[config.mk]
export PLATFORM = sky130hd
export DESIGN_NAME = rx_ring_buffer_line_detect
export DESIGN_NICKNAME = d
export VERILOG_FILES = /design/src/rxrb_pkg.sv /design/src/rx_ring_buffer_line_detect.sv /design/src/rxrb_front.sv /design/src/rxrb_back.sv /design/src/rxrb_out.sv
export SDC_FILE = /design/constraint.sdc
export NUM_CORES = 2
export LEC_CHECK = 0
export BUFFER_PORTS_ARGS = -buffer_cell sky130_fd_sc_hd__buf_4
export CAP_MARGIN = 5
export CORE_AREA = 10 10 475 477
export DETAILED_ROUTE_END_ITERATION = 10
export DIE_AREA = 0 0 485 487
export PLACE_DENSITY = 0.56
export SLEW_MARGIN = 20
export SYNTH_ARGS = -nofsm -noshare
export SYNTH_HDL_FRONTEND = slang
export SYNTH_SLANG_ARGS = --single-unit
[constraint.sdc]
create_clock -name i_clk -period 6.2 [get_ports i_clk]
set_input_delay 0.93 -clock i_clk [delete_from_list [all_inputs] [get_ports i_clk]]
set_output_delay 0.93 -clock i_clk [all_outputs]
set_load 0.05 [all_outputs]
[src/rxrb_pkg.sv]
// Shared types and constants for the receive ring buffer with line detection.
package rxrb_pkg;

    localparam int unsigned DEPTH_DEF = 256;
    localparam logic [7:0] DELIM_RESET = 8'd10;

    typedef enum logic [1:0] {
        OP_PUSH  = 2'd0,
        OP_POP   = 2'd1,
        OP_LINE  = 2'd2,
        OP_CLEAR = 2'd3
    } t_op;

    typedef enum logic [1:0] {
        LS_NONE     = 2'd0,
        LS_FOUND    = 2'd1,
        LS_OVERFLOW = 2'd2
    } t_line_status;

    typedef enum logic [1:0] {
        ST_IDLE = 2'd0,
        ST_POP  = 2'd1,
        ST_SCAN = 2'd2
    } t_state;

    typedef struct packed {
        t_op        op;
        logic [7:0] data;
    } t_cmd;

    typedef struct packed {
        logic [7:0]   read_byte;
        logic         read_valid;
        logic         read_is_delimiter;
        logic [7:0]   bytes_available;
        t_line_status line_status;
        logic [7:0]   line_length;
        logic         overflow_flag;
    } t_result;

endpackage

[src/rx_ring_buffer_line_detect.sv]
// Top level: receive ring buffer with line detection.
// Push, clear and a query answered without a scan pass the command queue and the
// result queue registers; a pop also passes the byte store read register; a line
// scan examines k entries (up to DEPTH-1), one per cycle on the single read port.
// One push or clear per cycle while results drain; a pop passes through ST_POP.
// Reset (i_rst_n low, synchronous) empties both queues, zeroes the indices and
// the overflow flag and sets the delimiter to 10; the byte store is not cleared.
module rx_ring_buffer_line_detect import rxrb_pkg::*; #(
    parameter int unsigned DEPTH = DEPTH_DEF
) (
    input  logic       i_clk,
    input  logic       i_rst_n,
    input  logic       push,
    output logic       full,
    input  logic [1:0] i_op,
    input  logic [7:0] i_rx_byte,
    output logic       empty,
    input  logic       pop,
    output logic [7:0] o_read_byte,
    output logic       o_read_valid,
    output logic       o_read_is_delimiter,
    output logic [7:0] o_bytes_available,
    output logic [1:0] o_line_status,
    output logic [7:0] o_line_length,
    output logic       o_overflow_flag,
    input  logic       i_cfg_wr_en,
    input  logic [7:0] i_cfg_wr_data
);

    logic    w_cmd_valid, w_cmd_take, w_res_valid, w_res_full;
    t_cmd    w_cmd;
    t_result w_res, w_head;

    rxrb_front u_front (
        .i_clk       (i_clk),
        .i_rst_n     (i_rst_n),
        .i_push      (push),
        .i_op        (i_op),
        .i_rx_byte   (i_rx_byte),
        .o_full      (full),
        .o_cmd_valid (w_cmd_valid),
        .o_cmd       (w_cmd),
        .i_cmd_take  (w_cmd_take)
    );

    rxrb_back #(
        .DEPTH (DEPTH)
    ) u_back (
        .i_clk         (i_clk),
        .i_rst_n       (i_rst_n),
        .i_cfg_wr_en   (i_cfg_wr_en),
        .i_cfg_wr_data (i_cfg_wr_data),
        .i_cmd_valid   (w_cmd_valid),
        .i_cmd         (w_cmd),
        .o_cmd_take    (w_cmd_take),
        .i_res_full    (w_res_full),
        .o_res_valid   (w_res_valid),
        .o_res         (w_res)
    );

    rxrb_out u_out (
        .i_clk       (i_clk),
        .i_rst_n     (i_rst_n),
        .i_res_valid (w_res_valid),
        .i_res       (w_res),
        .o_full      (w_res_full),
        .o_empty     (empty),
        .i_pop       (pop),
        .o_res       (w_head)
    );

    assign o_read_byte         = w_head.read_byte;
    assign o_read_valid        = w_head.read_valid;
    assign o_read_is_delimiter = w_head.read_is_delimiter;
    assign o_bytes_available   = w_head.bytes_available;
    assign o_line_status       = w_head.line_status;
    assign o_line_length       = w_head.line_length;
    assign o_overflow_flag     = w_head.overflow_flag;

endmodule

[src/rxrb_front.sv]
// Front end: decodes incoming requests and holds them in a two-entry command queue.
module rxrb_front import rxrb_pkg::*; (
    input  logic       i_clk,
    input  logic       i_rst_n,
    input  logic       i_push,
    input  logic [1:0] i_op,
    input  logic [7:0] i_rx_byte,
    output logic       o_full,
    output logic       o_cmd_valid,
    output t_cmd       o_cmd,
    input  logic       i_cmd_take
);

    t_cmd       r_slot [2];
    logic       r_wp, r_rp;
    logic [1:0] r_cnt;
    logic       n_wp, n_rp;
    logic [1:0] n_cnt;
    t_cmd       w_cmd;
    logic       w_in, w_out;

    // only a push carries a byte; the rest go down with a zeroed payload
    always_comb begin
        w_cmd.op   = t_op'(i_op);
        w_cmd.data = (t_op'(i_op) == OP_PUSH) ? i_rx_byte : 8'd0;
    end

    assign o_full      = (r_cnt == 2'd2);
    assign o_cmd_valid = (r_cnt != 2'd0);
    assign o_cmd       = r_slot[r_rp];
    assign w_in        = i_push && !o_full;
    assign w_out       = i_cmd_take && o_cmd_valid;

    always_comb begin
        n_wp  = w_in  ? !r_wp : r_wp;
        n_rp  = w_out ? !r_rp : r_rp;
        n_cnt = r_cnt + {1'b0, w_in} - {1'b0, w_out};
    end

    always_ff @(posedge i_clk) begin
        if (w_in) begin
            r_slot[r_wp] <= w_cmd;
        end
    end

    always_ff @(posedge i_clk) begin
        if (!i_rst_n) begin
            r_wp  <= 1'b0;
            r_rp  <= 1'b0;
            r_cnt <= 2'd0;
        end else begin
            r_wp  <= n_wp;
            r_rp  <= n_rp;
            r_cnt <= n_cnt;
        end
    end

endmodule

[src/rxrb_back.sv]
// Back end: byte store, ring indices, overflow flag and the line scan sequencer.
module rxrb_back import rxrb_pkg::*; #(
    parameter int unsigned DEPTH = DEPTH_DEF
) (
    input  logic       i_clk,
    input  logic       i_rst_n,
    input  logic       i_cfg_wr_en,
    input  logic [7:0] i_cfg_wr_data,
    input  logic       i_cmd_valid,
    input  t_cmd       i_cmd,
    output logic       o_cmd_take,
    input  logic       i_res_full,
    output logic       o_res_valid,
    output t_result    o_res
);

    localparam int unsigned AW = $clog2(DEPTH);

    logic [7:0]    r_mem [DEPTH];
    logic [7:0]    r_rdata;
    logic [AW-1:0] r_wr_idx, n_wr_idx;
    logic [AW-1:0] r_rd_idx, n_rd_idx;
    logic [AW-1:0] r_count, n_count;
    logic [AW-1:0] r_scan_idx, n_scan_idx;
    logic [AW-1:0] r_scan_n, n_scan_n;
    logic          r_ovf, n_ovf;
    logic [7:0]    r_delim;
    t_state        r_state, n_state;

    logic          w_mem_we;
    logic [AW-1:0] w_rd_addr;
    logic [AW-1:0] w_seen;

    function automatic logic [AW-1:0] next_slot(input logic [AW-1:0] i);
        return (i == AW'(DEPTH - 1)) ? '0 : i + 1'b1;
    endfunction

    // counts reach the result as 8 bits: zero-extend or keep the low byte
    function automatic logic [7:0] to_byte(input logic [AW-1:0] c);
        logic [AW+7:0] e;
        e = {8'd0, c};
        return e[7:0];
    endfunction

    assign w_seen = r_scan_n + 1'b1;

    always_comb begin
        n_state     = r_state;
        n_wr_idx    = r_wr_idx;
        n_rd_idx    = r_rd_idx;
        n_count     = r_count;
        n_ovf       = r_ovf;
        n_scan_idx  = r_scan_idx;
        n_scan_n    = r_scan_n;
        w_mem_we    = 1'b0;
        w_rd_addr   = r_rd_idx;
        o_cmd_take  = 1'b0;
        o_res_valid = 1'b0;
        o_res       = '0;

        case (r_state)
            ST_IDLE: begin
                if (i_cmd_valid && !i_res_full) begin
                    o_cmd_take  = 1'b1;
                    o_res_valid = 1'b1;
                    case (i_cmd.op)
                        OP_PUSH: begin
                            if (r_count == AW'(DEPTH - 1)) begin
                                n_ovf = 1'b1;
                            end else begin
                                w_mem_we = 1'b1;
                                n_wr_idx = next_slot(r_wr_idx);
                                n_count  = r_count + 1'b1;
                            end
                        end
                        OP_POP: begin
                            if (r_count != '0) begin
                                o_res_valid = 1'b0;
                                n_state     = ST_POP;
                            end
                        end
                        OP_LINE: begin
                            if (r_ovf) begin
                                o_res.line_status = LS_OVERFLOW;
                            end else if (r_count != '0) begin
                                o_res_valid = 1'b0;
                                n_scan_idx  = r_rd_idx;
                                n_scan_n    = '0;
                                n_state     = ST_SCAN;
                            end
                        end
                        OP_CLEAR: begin
                            n_wr_idx = '0;
                            n_rd_idx = '0;
                            n_count  = '0;
                            n_ovf    = 1'b0;
                        end
                        default: begin
                            n_state = ST_IDLE;
                        end
                    endcase
                end
            end
            ST_POP: begin
                o_res_valid             = 1'b1;
                o_res.read_byte         = r_rdata;
                o_res.read_valid        = 1'b1;
                o_res.read_is_delimiter = (r_rdata == r_delim);
                n_rd_idx                = next_slot(r_rd_idx);
                n_count                 = r_count - 1'b1;
                n_state                 = ST_IDLE;
            end
            ST_SCAN: begin
                // r_rdata holds the entry at r_scan_idx
                if (r_rdata == r_delim) begin
                    o_res_valid       = 1'b1;
                    o_res.line_status = LS_FOUND;
                    o_res.line_length = to_byte(w_seen);
                    n_state           = ST_IDLE;
                end else if (w_seen == r_count) begin
                    o_res_valid = 1'b1;
                    n_state     = ST_IDLE;
                end else begin
                    n_scan_idx = next_slot(r_scan_idx);
                    n_scan_n   = w_seen;
                    w_rd_addr  = next_slot(r_scan_idx);
                end
            end
            default: begin
                n_state = ST_IDLE;
            end
        endcase

        o_res.bytes_available = to_byte(n_count);
        o_res.overflow_flag   = n_ovf;
    end

    always_ff @(posedge i_clk) begin
        if (w_mem_we) begin
            r_mem[r_wr_idx] <= i_cmd.data;
        end
        r_rdata <= r_mem[w_rd_addr];
    end

    always_ff @(posedge i_clk) begin
        if (!i_rst_n) begin
            r_state    <= ST_IDLE;
            r_wr_idx   <= '0;
            r_rd_idx   <= '0;
            r_count    <= '0;
            r_ovf      <= 1'b0;
            r_scan_idx <= '0;
            r_scan_n   <= '0;
            r_delim    <= DELIM_RESET;
        end else begin
            r_state    <= n_state;
            r_wr_idx   <= n_wr_idx;
            r_rd_idx   <= n_rd_idx;
            r_count    <= n_count;
            r_ovf      <= n_ovf;
            r_scan_idx <= n_scan_idx;
            r_scan_n   <= n_scan_n;
            if (i_cfg_wr_en) begin
                r_delim <= i_cfg_wr_data;
            end
        end
    end

endmodule

[src/rxrb_out.sv]
// Two-entry result queue between the back end and the consumer.
module rxrb_out import rxrb_pkg::*; (
    input  logic    i_clk,
    input  logic    i_rst_n,
    input  logic    i_res_valid,
    input  t_result i_res,
    output logic    o_full,
    output logic    o_empty,
    input  logic    i_pop,
    output t_result o_res
);

    t_result    r_slot [2];
    logic       r_wp, r_rp;
    logic [1:0] r_cnt;
    logic       n_wp, n_rp;
    logic [1:0] n_cnt;
    logic       w_in, w_out;

    assign o_full  = (r_cnt == 2'd2);
    assign o_empty = (r_cnt == 2'd0);
    assign o_res   = r_slot[r_rp];
    assign w_in    = i_res_valid && !o_full;
    assign w_out   = i_pop && !o_empty;

    always_comb begin
        n_wp  = w_in  ? !r_wp : r_wp;
        n_rp  = w_out ? !r_rp : r_rp;
        n_cnt = r_cnt + {1'b0, w_in} - {1'b0, w_out};
    end

    always_ff @(posedge i_clk) begin
        if (w_in) begin
            r_slot[r_wp] <= i_res;
        end
    end

    always_ff @(posedge i_clk) begin
        if (!i_rst_n) begin
            r_wp  <= 1'b0;
            r_rp  <= 1'b0;
            r_cnt <= 2'd0;
        end else begin
            r_wp  <= n_wp;
            r_rp  <= n_rp;
            r_cnt <= n_cnt;
        end
    end

endmodule

Word-level counts from Yosys, hierarchy flattened. Memories as Yosys holds them, arrays and structs flattened. A register that Yosys moved wholly into a read port is not among the register bits. Cells that the tools add are included. W data, S select, Z words.

Eq/ne operators: 26. $add $sub $neg: 10. Mux-type cells: 72. Reduce and logical (&&, ||, !) cells: 25.

Operators with widths (number): $mux W8 (25); $pmux W8 S2 (6); $add A8 B1 Y8 const B (5); $eq A8 B8 Y1 const B (4); $mux W1 (24); $mux W2 (9); $eq A8 B8 Y1 (2); $ne A2 B2 Y1 const B (6); $pmux W2 S2 (3); $eq A2 B2 Y1 const B (5); $mux W10 (1); $mux W9 (1); $logic_not A2 Y1 (4); $reduce_bool A2 Y1 (4); $reduce_bool A8 Y1 (1); $sub A8 B1 Y8 const B (1); $logic_not A1 Y1 (7); $reduce_and A7 Y1 (1); $ne A3 B2 Y1 const B (2); $ne A3 B3 Y1 const B (2); $reduce_and A6 Y1 (1); $logic_and A1 B1 Y1 (5); $add A2 B1 Y2 (2); $eq A2 B1 Y1 const B (2); other kinds (7) (10).

Output and inout port bits: 31. Memories: 3. Input bits: 23. Word-level logic and storage cells: 150. Register bits after elaboration: 59. RAM bits: 2126.

Memories: u_back.r_mem (depth 256, bits a word 8, read ports 1, clocked after memory_dff 1, wr ports 1, RTL line rxrb_back.sv:19) `logic [7:0] r_mem [DEPTH];`; u_out.r_slot (depth 2, bits a word 29, read ports 1, clocked after memory_dff 1, wr ports 1, RTL line rxrb_out.sv:13) `t_result r_slot [2];`; u_front.r_slot (depth 2, bits a word 10, read ports 1, clocked after memory_dff 1, wr ports 1, RTL line rxrb_front.sv:14) `t_cmd r_slot [2];`.

Depth between registers and ports, before layout.
Depth after elaboration: 9. Mapped depth: 19.

Cells and area by module. A second synthesis with hierarchy kept.

Cells, all modules: 5829. Area total of the unflattened synthesis: 88252.1 um^2.

By module, submodules not included: rxrb_back (cells an instance 5645, instances 1, area each 84872.6 um^2); rxrb_out (cells an instance 117, instances 1, area each 2367.3 um^2); rxrb_front (cells an instance 67, instances 1, area each 1012.2 um^2).

Worst setup path after synthesis. Ideal clock, no wire load.

Path kind: reg-to-reg. Start: register u_back.r_scan_n[0]. End: memory u_out.r_slot[0][0] (netlist bit) (enable). Path slack: 1.759 ns. Period minus slack after synthesis: 4.441 ns. Path buffers: 1. Cell stages (with the launch flop): 10. Library setup time: 0.454 ns. Arrival: 3.987 ns. Required time: 5.746 ns. Cells stage by stage: dfxtp_1 > ha_1 > buf_2 > nand4_1 > or3_1 > a31oi_1 > nand4_1 > o21ai_1 > a21oi_1 > nor3_1.

Word-level cells in the longest chain between the ends: 8.

Ends and longest elaborated chain: start: declaration (RTL line rxrb_back.sv:25) `logic [AW-1:0] r_scan_n, n_scan_n;`; start signal: assignment (RTL line rxrb_back.sv:162) `r_scan_n <= n_scan_n;`; $add A8 B1 Y8 (RTL line rxrb_back.sv:45) `assign w_seen = r_scan_n + 1'b1;`; $eq A8 B8 Y1 (RTL line rxrb_back.sv:120) `end else if (w_seen == r_count) begin`; $mux W1 (RTL line rxrb_back.sv:120); $mux W1 (RTL line rxrb_back.sv:115) `if (r_rdata == r_delim) begin`; $pmux W1 S3 (RTL line rxrb_back.sv:61) `case (r_state)`; $logic_and A1 B1 Y1 (RTL line rxrb_out.sv:23) `assign w_in = i_res_valid && !o_full;`; $mux W1 (RTL line rxrb_out.sv:33) `if (w_in) begin`; $mux W1 (not written as such) (RTL line rxrb_out.sv:34) `r_slot[r_wp] <= i_res;`; end: declaration (RTL line rxrb_out.sv:13).

No other way between the ends.

Final worst setup path.
Start: register u_back.r_scan_n[0]. End: register u_back.r_rdata[4] (read register of u_back.r_mem).

Word-level cells in the longest chain between the ends: 5.

Ends and longest elaborated chain: $add A8 B1 Y8 (RTL line rxrb_back.sv:45); $eq A8 B8 Y1 (RTL line rxrb_back.sv:120); $mux W8 (RTL line rxrb_back.sv:120); $mux W8 (RTL line rxrb_back.sv:115); $mux W8 (RTL line rxrb_back.sv:61); end: declaration (RTL line rxrb_back.sv:20) `logic [7:0] r_rdata;`.

No other way between the ends. A chain may end at the register's enable or synchronous reset.

==> impl_metrics.ini <==
[timing]
tightest_slew_ns = 1.302
finalSetupViolations = 0
fin_crit_sh_pct = 96.41
post-route-min-period_ns = 5.978
fmax_mhz = 167.3
slew_headroom_pct = 13.19
tns_ns = 0
slew_violations = 0
hold_violations = 0
skew_ns = 0.03006
rsz0062_at_grt = false

[logic_synthesis]
synthArstFlopShare_pct = 0
yosys_warnings = 0
synth-edff-count = 2126
ys_ff_latch = 2195
avgSynthCellArea_um2 = 14.96
yosys.cell_types.count = 60
ys_seq_area_share_pct = 74.19
synth_ff_type = edfxtp_1
syn-cell-area_um2 = 87910
syn-num-nets = 5919
synthCells = 5878

[critical_path]
endpoint_kind = flip-flop
cp-start-kind = flip-flop
crit_arrival_ns = 6.66
crit_type = flip-flop to flip-flop
cp_max_fo = 33
worst_ep_required_time_ns = 6.88

[clock_network]
htreeDepth = 4
clock_sinks = 2195
root_buffer = clkbuf_16
insertion_delay_ns = 0.86
clock_path_buffers = 3
postCtsHoldBufs = 0
clkTransAtPathRegs_ns = 0.06
cts_setup_buffers = 0
cts_tree = built
cts_inserted_buffers = 220
cts_resized = 0

[power]
ir_drop_mv = 0.3771
powerDensity_nw_per_um2 = 413.4
p_leak_nw = 36.26
total_power_mw = 41.00

[cells_and_area]
n_fill_cell = 18860
drive_gt1_share_pct = 9.984
final_nets = 6016
syn_to_final_growth_pct = 12.82

[drt]
drt_iter0_markers = 5598
dr.pass1.iters = 6
vias = 51370
drt-wirelength-per-cell_um = 27.20
drc = 0
ant_nets = 0
drt-total-wl_mm = 245.3
vias_per_cell = 5.696

[global_routing]
grt_overflow = 0
grt_max_degree = 186
antenna_found_initial = 14
grt_pass1_wl_mm = 353.7
grt_pass1_vias = 49700
track_usage_pct = 20.03

[run_status]
outcome = complete, no violations

[run]
maxCapViolations = 0

[floorplanning]
core_um2 = 216100
start_util_pct = 40.68
rows = 171
die_w_um = 485
dieArea_um2 = 236200
die_h_um = 487
io_pins = 54

[placed_design]
finalWeightedCongestion = 0.8522
port_buffers = 53
hpwl_mm = 145.6

[worst_hold_path]
hold_class = primary input to flip-flop
## cell usage after synthesis (all sizes together) (40+ instances only)
| master | count | area share [%] |
|---|---|---|
| mux2 | 40 | 0.51 |
| mux2i | 782 | 8.9 |
| edfxtp | 2126 | 73 |
| nand2 | 852 | 3.6 |
| a31oi | 137 | 0.99 |
| buf | 250 | 1.6 |
| nor3 | 146 | 0.84 |
| nor4 | 170 | 1.2 |
| clkbuf | 122 | 0.52 |
| o221ai | 129 | 1.3 |
| a21oi | 287 | 1.7 |
| dfxtp | 69 | 1.6 |
| nor2 | 341 | 1.5 |
| o22ai | 129 | 0.92 |
## power breakdown
part / internal, mW / leakage (nW) / switching (mW) / total, mW
Sequential: 17.8 / 19.8 / 0.257 / 18.0
Clock: 6.95 / 3.28 / 5.61 / 12.6
Combinational: 3.29 / 13.2 / 7.13 / 10.4
Total: 28.0 / 36.3 / 13.0 / 41.0
## worst paths after layout
kind / startpoint / end / slack, ns / cells past startpoint
max reg2reg: u_back.r_scan_n[0] / u_back.r_rdata[4] / 0.22 / 15
max: u_back.r_scan_n[0] / u_back.r_rdata[4] / 0.22 / 15
min reg2reg: u_back.r_scan_idx[7] / u_back.r_scan_idx[7] / 0.50 / 2
min: i_op[0] / u_front.r_slot[0][8] / 0.28 / 1
## through the flow
stage                     cell area, µm²  utilization [%]  worst slack (ns)  instances  hold slack (ns)
final                              99180            45.90            0.2225       9018           0.2810
after global routing               99180            45.89           0.06899       9015           0.2447
after CTS                          99140            45.88            0.2801       9013           0.2168
after detailed placement           92430            42.77            0.3580       8606           0.4852
after global placement             92390            42.76           0.07271       8606           0.4809
after floorplan                    87910                -             1.759       5878           0.4623
## metal layers
| metal | share of wire [%] | GRT usage [%] | routed length [µm] |
|---|---|---|---|
| met5 | 0.0053 | 0 | 13 |
| met4 | 3.4 | 6.678 | 8354 |
| met3 | 6.8 | 3.075 | 16760 |
| met2 | 47 | 31.80 | 114400 |
| met1 | 43 | 28.25 | 105800 |
## cells in the final DEF (no fill, tap or decap), types with 12 or more instances in the layout
cell type	instances
edfxtp_1	2126
nand2_1	839
mux2i_1	780
nor2_1	341
a21oi_1	285
clkbuf_16	222
buf_4	195
nor4_1	169
nor3_1	137
a31oi_1	136
o22ai_1	129
o221ai_1	129
dfxtp_1	69
clkbuf_1	67
clkinv_1	53
buf_12	51
clkinv_2	35
and2_1	34
o21ai_0	33
mux2_2	30
nand3_1	28
inv_1	24
xor2_1	20
nand4_1	18
ha_1	18
xnor2_1	16
nor2b_1	13
nand2_2	12
## registers in the layout, summed over array words and instances (netlist names), named ones only
name,count
u_back.r_count,8
u_back.r_delim,8
u_back.r_mem,2048
u_back.r_ovf,1
u_back.r_rd_idx,8
u_back.r_rdata,8
u_back.r_scan_idx,8
u_back.r_scan_n,8
u_back.r_state,2
u_back.r_wr_idx,8
u_front.r_cnt,2
u_front.r_rp,1
u_front.r_slot,20
u_front.r_wp,1
u_out.r_cnt,2
u_out.r_rp,1
u_out.r_slot,58
u_out.r_wp,1
## worst max-delay path, cell delays in order (launching register included)
cell,delay [ns]
dfxtp_1,0.48
ha_1,0.41
nand4_1,0.16
or3_1,0.36
a31o_2,0.25
nand4_1,0.11
o211a_2,0.59
o21a_4,0.57
buf_12,0.35
buf_4,0.31
mux2i_1,0.28
o221ai_1,0.23
a31oi_1,0.31
nor3_1,0.25
nor4_1,0.94
nand4_1,0.15
## area by class of cell
class                      count  area [µm²]  area share [%]
inverter                      24       90.09         0.09083
clock buffer                 296        5903           5.952
clock inverter               111       808.3          0.8149
timing repair buffer         247        2512           2.533
sequential                  2195       65220           65.76
tap                         2854        3571           3.600
multi-input combinational   3287       21070           21.24
antenna                        4       10.01         0.01009
## logic make-up after synthesis
group / Yosys count / synth area share (%)
multiplexers: 822 / 9.416
flip-flops: 2195 / 74.19
adder cells (fa/ha/maj): 18 / 0.2562
XOR/XNOR: 37 / 0.3843
AND/OR/NAND/NOR: 1649 / 8.121
AO/OA/AOI/OAI: 761 / 5.438
buffers and inverters: 396 / 2.196
No activity file was read; power rests on OpenSTA's default activity.
